<file path="src/sv/keyframe_vec3_interpolator_defines.svh">
// Assertion macros used by the interpolator RTL file.
`ifndef KEYFRAME_VEC3_INTERPOLATOR_DEFINES_SVH
`define KEYFRAME_VEC3_INTERPOLATOR_DEFINES_SVH

// Same-cycle implication, checked on clk outside reset.
`define KVI_ASSERT_IMPL(label, ante, cons, msg) \
    label: assert property (@(posedge clk) disable iff (!rst_n) (ante) |-> (cons)) \
        else $error(msg);

// Next-cycle implication, checked on clk outside reset.
`define KVI_ASSERT_NEXT(label, ante, cons, msg) \
    label: assert property (@(posedge clk) disable iff (!rst_n) (ante) |=> (cons)) \
        else $error(msg);

`endif

</file>
<file path="src/sv/kvi_ram.sv">
module kvi_ram #(
    parameter int WIDTH = 128,
    parameter int DEPTH = 16
) (
    input  logic                     clk,
    input  logic                     wr_en,
    input  logic [$clog2(DEPTH)-1:0] wr_addr,
    input  logic [WIDTH-1:0]         wr_data,
    input  logic [$clog2(DEPTH)-1:0] rd_addr,
    output logic [WIDTH-1:0]         rd_data
);

    logic [WIDTH-1:0] mem [DEPTH];

    // one write port, one registered read port
    always_ff @(posedge clk)
    begin
        if (wr_en)
        begin
            mem[wr_addr] <= wr_data;
        end
        rd_data <= mem[rd_addr];
    end

endmodule
</file>
<file path="config.mk">
export PLATFORM = sky130hd
export DESIGN_NAME = kvi_ram
export DESIGN_NICKNAME = d
export VERILOG_FILES = /design/src/sv/keyframe_vec3_interpolator_defines.svh /design/src/sv/kvi_ram.sv
export SDC_FILE = /design/constraint.sdc
export NUM_CORES = 1
export LEC_CHECK = 0
export BUFFER_PORTS_ARGS = -buffer_cell sky130_fd_sc_hd__buf_2
export CAP_MARGIN = 10
export CORE_MARGIN = 2
export CORE_UTILIZATION = 50
export CTS_CLUSTER_SIZE = 40
export DETAILED_ROUTE_END_ITERATION = 8
export PLACE_DENSITY = 0.74
export SYNTH_ARGS = -nofsm -noshare
export SYNTH_HDL_FRONTEND = slang
export SYNTH_SLANG_ARGS = --single-unit
</file>
<file path="constraint.sdc">
create_clock -name clk -period 36 [get_ports clk]
set_clock_uncertainty 0.05 [all_clocks]
set_input_delay 7.2 -clock clk [delete_from_list [all_inputs] [get_ports clk]]
set_output_delay 7.2 -clock clk [all_outputs]
set_load 0.1 [all_outputs]
</file>
; Word level (Yosys, flattened, before mapping)
; Memory sizes are Yosys's and may differ from the RTL's. A register that Yosys moved wholly into a read port is not among the register bits.
; Cells that the tools add are included.
[totals]
rom_bits = 0
elab_cells = 3
reg_bits = 0
inputBits = 138
latchBits = 0
n_memories = 1
ram_bits = 2048
[op_classes]
mul = 0
n_div = 0
muxes = 2
eq_ne = 0
order_cmp = 0
bitwise_logic = 0
shifts = 0
reduce_logical = 0
addsub = 0
[mem_list]
columns = memory, words, word_bits, read_ports, rd_ports_with_merged_regs, wr, line
row1 = mem, 16, 128, 1, 1, 1, kvi_ram.sv:13  ; logic [WIDTH-1:0] mem [DEPTH];
[ops]
columns = op, count
row1 = 1-bit two-way mux, 2

; Longest topological paths before layout
; Gate-level depths: netlist of the first run.
[logic_depth]
word_depth = 2
mapped_depth = 7
ltp_nobuf = 3

; Worst setup path before layout of the first run
; OpenSTA, ideal clock, no wires.
[synth_path]
kind = input port to flip-flop
startpoint = in wr_addr[2]
endpoint = mem mem[0][0], enable pin
required_ns = 35.176
arrival_time_ns = 16.353
stages = 2
setup_slack_ns = 18.823
path_cell_list = or3b_2 nor3_1
[synth_lines]
columns = element, line
row1 = from (decl), kvi_ram.sv:7  ; input logic [$clog2(DEPTH)-1:0] wr_addr,
row2 = to (decl), kvi_ram.sv:13
; No word-level cell before the write port.

==> results of run 1 <==
[stage by stage]
stage	cell area, µm²	hold slack [ps]	total power [mW]	cells	utilization, %
after detailed placement	83310	603.8	3.272	5585	52.72
after CTS	90130	610.0	5.404	5979	57.04
after floorplan	79450	584.9	3.163	3357	-
after global placement	83310	597.0	3.264	5585	52.72
after global routing	90160	631.2	5.518	5989	57.06
final	90170	598.8	5.367	5995	57.07
[power by group]
group	total, mW	leakage (nW)	internal, mW	switching, mW
Combinational	0.359	5.95	0.0982	0.261
Clock	2.15	3.32	1.22	0.927
Sequential	2.86	19.6	2.83	0.0234
[worst max-delay path, delay by kind of cell]
family          cells  cell delay (ps)
compound gates      1              200
mux                 1              620
simple gates        1               80
buf+inv             4             2640
[how the worst min path moves through the flow]
stage | startpoint | to | slack [ps] | cells past startpoint
after global routing | mem[12][67]$_DFFE_PP_ | rd_data[67]$_DFF_P_ | 630 | 3
final | mem[4][66]$_DFFE_PP_ | rd_data[66]$_DFF_P_ | 600 | 3
after global placement | mem[14][20]$_DFFE_PP_ | rd_data[20]$_DFF_P_ | 600 | 3
after detailed placement | mem[15][33]$_DFFE_PP_ | rd_data[33]$_DFF_P_ | 600 | 3
after floorplan | mem[14][0]$_DFFE_PP_ | rd_data[0]$_DFF_P_ | 580 | 3
after CTS | mem[4][66]$_DFFE_PP_ | rd_data[66]$_DFF_P_ | 610 | 3
[cell type report]
| type | instances | area, µm² |
|---|---|---|
| antenna | 16 | 40.04 |
| clock buffer | 294 | 5769 |
| timing repair buffer | 332 | 1983 |
| multi-input combinational | 1005 | 14670 |
| tap | 2072 | 2592 |
| sequential | 2176 | 64060 |
| fill | 10950 | 67840 |
| clock inverter | 100 | 1057 |
[flip-flops by register name, summed over array words and instances, names as in the netlist]
name and count:
rd_data 128, mem 2048
[cell families (layout without fill, tap and decap cells)]
family / count (synthesis) / after routing
AO/OA/AOI/OAI: 273 / 273
multiplexers: 565 / 565
buffers and inverters: 176 / 726
AND/OR/NAND/NOR: 167 / 167
flip-flops: 2176 / 2176
other: 0 / 16
[layer usage]
layer | GRT usage (%) | up-vias
met1 | 30.82 | 19610
li1 | - | 15070
met4 | 7.499 | 58
met3 | 5.341 | 354
met2 | 34.46 | 1627
met5 | 0 | -
[layout by cell type (no fill, tap or decap), types with 26 or more instances in the layout]
master	Yosys	routed
nor2b_1	29	26
clkinv_2	0	32
clkbuf_1	65	63
edfxtp_1	2048	2048
a22oi_1	215	215
dfxtp_1	128	128
nand2_1	95	95
buf_4	12	58
buf_2	86	261
mux4_2	477	477
clkbuf_16	0	209
mux2_2	64	64
==> impl_metrics.env, run 1 <==
export IMPL_outcome="complete, no violations"
export IMPL_drive_above_1_share_pct=30.79
export IMPL_synthSimpleGateAreaFrac_pct=0.9669
export IMPL_yosys_area_share_adder_pct=0
export IMPL_cpPeakStageDelay_ps=840
export IMPL_wl_met3_um=15730
export IMPL_synth_fp_nets=3495
export IMPL_avgRoutedWirePerCell_um=29.63
export IMPL_finalCritPeriodShare_pct=29.16
export IMPL_hpwl_um=85560
export IMPL_yosysWarnings=0
export IMPL_grt_pass1_wl_um=258100
export IMPL_synth_top_area_share_pct=77.41
export IMPL_grt_max_degree=115
export IMPL_yosysSeqAreaShare_pct=80.63
export IMPL_drc_errors=0
export IMPL_final_nets=3861
export IMPL_wl_met2_um=85540
export IMPL_synthMuxAreaShare_pct=14.73
export IMPL_cts_setup_buffers=0
export IMPL_ff2ff_setup_slack_ps=34470
export IMPL_path_clk_slew_ps=60
export IMPL_required_ps=36680
export IMPL_maxCapViolCount=0
export IMPL_routabilityCongestion=0.7153
export IMPL_row_count=146
export IMPL_synth_flop_cell="edfxtp_1"
export IMPL_drt_iter0_drc=4514
export IMPL_antenna_found_initial=56
export IMPL_slew_headroom_pct=24.19
export IMPL_die_h_um=402.6
export IMPL_setup_tns_ps=0
export IMPL_syn_to_final_growth_pct=13.50
export IMPL_synth_top_area_cell="edfxtp_1"
export IMPL_coreArea_um2=158000
export IMPL_top_layer="met5"
export IMPL_avgSynthCellArea_um2=23.67
export IMPL_cp_startpoint="rd_addr[0]"
export IMPL_synth_area_um2=79450
export IMPL_dieArea_um2=162100
export IMPL_ir_worst_vdd_mv=0.04426
export IMPL_synth_top_family_by_area="multiplexers"
export IMPL_grt_pass1_vias=37840
export IMPL_pin_count=266
export IMPL_critPathCapture="rd_data[77]$_DFF_P_"
export IMPL_ant_nets=0
export IMPL_wl_um=177700
export IMPL_p_leak_nw=28.85
export IMPL_h_tree_depth=4
export IMPL_dp_slack_ps=24550
export IMPL_numPortBuffers=265
export IMPL_initial_utilization_pct=50.28
export IMPL_hold_violations=0
export IMPL_worst_slack_ps=25500
export IMPL_cts_hold_buf=0
export IMPL_worst_path_max_delay_cell="buf_4"
export IMPL_setup_violations_final=0
export IMPL_crit_top_cell="buf_12"
export IMPL_via_per_inst=6.125
export IMPL_fmax_mhz=95.25
export IMPL_cts_sinks=2176
export IMPL_synth_edf_count=2048
export IMPL_clock_path_buffers=3
export IMPL_synth_most_common_cell="edfxtp_1"
export IMPL_cts_buffers=208
export IMPL_worstMarginPinSlew_ps=1137
export IMPL_async_flop_share_pct=0
export IMPL_power_density_nw_per_um2=59.52
export IMPL_first_pass_iters=6
export IMPL_num_vias=36720
export IMPL_grt_usage_pct=22.06
export IMPL_cts_resized=0
export IMPL_cp_end_kind="register"
export IMPL_worstSetupPathType="in2reg"
export IMPL_synth_area_leaders="edfxtp_1, mux4_2, dfxtp_1, a22oi_1, mux2_2"
export IMPL_m1WireLength_um=71270
export IMPL_synthCells=3357
export IMPL_synth_xor_area_share_pct=0
export IMPL_overflow=0
export IMPL_synth_compound_area_share_pct=2.591
export IMPL_worstSkewPairLatency_ps=850
export IMPL_cts_tree="yes"
export IMPL_hold_class="reg2reg"
export IMPL_start_kind="input pin"
export IMPL_ff2ff_path_depth=3
export IMPL_root_buffer="clkbuf_16"
export IMPL_rsz0062_at_grt="no"
export IMPL_ys_top_cells_by_count="edfxtp_1, mux4_2, a22oi_1"
export IMPL_yosysUniqueCellTypes=25
export IMPL_worstReg2RegEnd="rd_data[120]$_DFF_P_"
export IMPL_crit_arrival_ps=11180
export IMPL_die_w_um=402.6
export IMPL_path_cells="buf_8 > buf_12 > buf_4 > buf_12 > mux4_2 > a22oi_1 > nand2_1"
export IMPL_r2r_start="mem[14][120]$_DFFE_PP_"
export IMPL_layout_min_cycle_time_ps=10500
export IMPL_ys_ff_latch=2176
export IMPL_crit_path_max_fanout=114
export IMPL_slew_viol_final=0
No activity file was read; power rests on OpenSTA's default activity.
==> run 2, diff against run 1 <==
==> constraint.sdc (replaced) <==
create_clock -name clk -period 10.3 [get_ports clk]
set_clock_uncertainty 0.05 [all_clocks]
set_input_delay 2.06 -clock clk [delete_from_list [all_inputs] [get_ports clk]]
set_output_delay 2.06 -clock clk [all_outputs]
set_load 0.1 [all_outputs]
==> run 2 against run 1 <==
  * Count of clock-buffer cells in the layout is 16 lower
  * Critical path type unchanged
  * Final cell count is 0.25% lower
  * Sequential share of layout area about the same
  * Global-route usage fell by 0.39 points
  * Core utilization is essentially flat
==> impl_metrics.env, run 2 (synthesis results as in run 1) <==
export IMPL_outcome="complete, no violations"
export IMPL_worstSetupPathType="in2reg"
export IMPL_dieArea_um2=162100
export IMPL_slew_viol_final=0
export IMPL_cts_sinks=2176
export IMPL_crit_arrival_ps=5090
export IMPL_layout_min_cycle_time_ps=4453
export IMPL_hold_violations=0
export IMPL_top_register="mem"
export IMPL_slew_headroom_pct=23.77
export IMPL_cts_buffers=201
export IMPL_grt_pass1_wl_um=255300
export IMPL_cts_hold_buf=0
export IMPL_cp_end_kind="register"
export IMPL_layout_commonest_cell="edfxtp_1"
export IMPL_cp_startpoint="rd_addr[0]"
export IMPL_die_w_um=402.6
export IMPL_via_per_inst=6.096
export IMPL_ant_nets=0
export IMPL_first_pass_iters=7
export IMPL_seq_area_um2=64060
export IMPL_power_density_nw_per_um2=208.1
export IMPL_reg_top3="mem (2048), rd_data (128)"
export IMPL_drt_iter0_drc=3900
export IMPL_root_buffer="clkbuf_16"
export IMPL_path_clk_slew_ps=60
export IMPL_cts_resized=0
export IMPL_pin_count=266
export IMPL_overflow=0
export IMPL_largest_reg_flops=2048
export IMPL_r2r_start="mem[5][94]$_DFFE_PP_"
export IMPL_maxCapViolCount=0
export IMPL_setup_tns_ps=0
export IMPL_finalCoreUtilization_pct=57.08
export IMPL_worst_path_max_delay_cell="buf_12"
export IMPL_drc_errors=0
export IMPL_hpwl_um=85350
export IMPL_start_kind="input pin"
export IMPL_fmax_mhz=224.5
export IMPL_hp_start="mem[14][122]$_DFFE_PP_"
export IMPL_h_tree_depth=4
export IMPL_row_count=146
export IMPL_hold_class="reg2reg"
export IMPL_coreArea_um2=158000
export IMPL_antenna_found_initial=49
export IMPL_cts_setup_buffers=0
export IMPL_initial_utilization_pct=50.28
export IMPL_cpPeakStageDelay_ps=610
export IMPL_crit_path_max_fanout=95
export IMPL_routabilityCongestion=0.7135
export IMPL_ir_worst_vdd_mv=0.1525
export IMPL_multi_input_area_um2=14700
export IMPL_fill_cells=11040
export IMPL_grt_max_degree=152
export IMPL_grt_pass1_vias=37430
export IMPL_p_total_mw=18.76
export IMPL_final_cells=5980
export IMPL_clock_path_buffers=3
export IMPL_setup_violations_final=0
export IMPL_p_leak_nw=28.86
export IMPL_final_cell_mix="edfxtp_1, mux4_2, buf_2, a22oi_1, clkbuf_16"
export IMPL_avgRoutedWirePerCell_um=29.21
export IMPL_syn_to_final_growth_pct=13.52
export IMPL_finalCritPeriodShare_pct=43.24
export IMPL_grt_usage_pct=21.66
export IMPL_cts_tree="yes"
export IMPL_worstSkewPairLatency_ps=820
export IMPL_drive_above_1_share_pct=30.98
export IMPL_numPortBuffers=265
export IMPL_num_vias=36460
export IMPL_worstMarginPinSlew_ps=1143
export IMPL_die_h_um=402.6
export IMPL_path_cells="buf_8 > buf_12 > buf_12 > mux4_2 > a22oi_1 > nand2_1"
export IMPL_dp_cells=5584
export IMPL_rsz0062_at_grt="no"
export IMPL_required_ps=10940
export IMPL_crit_top_cell="buf_12"
export IMPL_final_nets=3853
export IMPL_wl_um=174700
[run 2: cell count changes in the layout (fill, tap and decap cells not counted), sizes merged]
cell and delta:
clkbuf -16, clkinv -8, bufinv +6, clkinvlp +4, diode +3, inv -3, buf -1
[run 2: power breakdown]
group	switching [mW]	total (mW)	leakage (nW)	internal, mW
logic	0.912	1.26	5.97	0.344
clock network	3.16	7.52	3.31	4.36
registers	0.0868	9.99	19.6	9.90
total	4.16	18.8	28.9	14.6
[run 2: final timing paths]
kind	endpoint	slack, ps	cells after the start
max	rd_data[37]$_DFF_P_	5850	6
min	rd_data[122]$_DFF_P_	600	3
max reg2reg	rd_data[94]$_DFF_P_	8810	3
min reg2reg	rd_data[122]$_DFF_P_	600	3
[run 2: layout make-up]
type | instances | share of cell area, %
flip-flops and latches | 2176 | 71.03
multi-input cells | 1005 | 16.29
clock buffers | 278 | 6.279
well taps | 2072 | 2.875
repair buffers | 331 | 2.202
clock inverters | 99 | 1.268
diodes | 19 | 0.05272
[run 2: routing by layer]
metal  routed length, µm  global-route usage (%)  share of wire [%]
met1               70160                   30.33                 40
met2               85180                   34.56                 49
met3               14690                   4.941                8.4
met4                4428                   6.193                2.5
met5                 249                       0               0.14
[run 2: critical path, delay by kind of cell]
kind,cells,cell delay (ps)
mux,1,610
compound gates,1,230
simple gates,1,80
buf+inv,3,1770
[run 2: per-stage QoR]
step	hold slack (ps)	worst slack (ps)	cell area, µm²
after global routing	641.2	5587	90150
after CTS	616.1	5877	90140
after detailed placement	602.7	4983	83330
after floorplan	584.9	1723	79470
after global placement	598.1	5027	83330
final	599.7	5847	90190
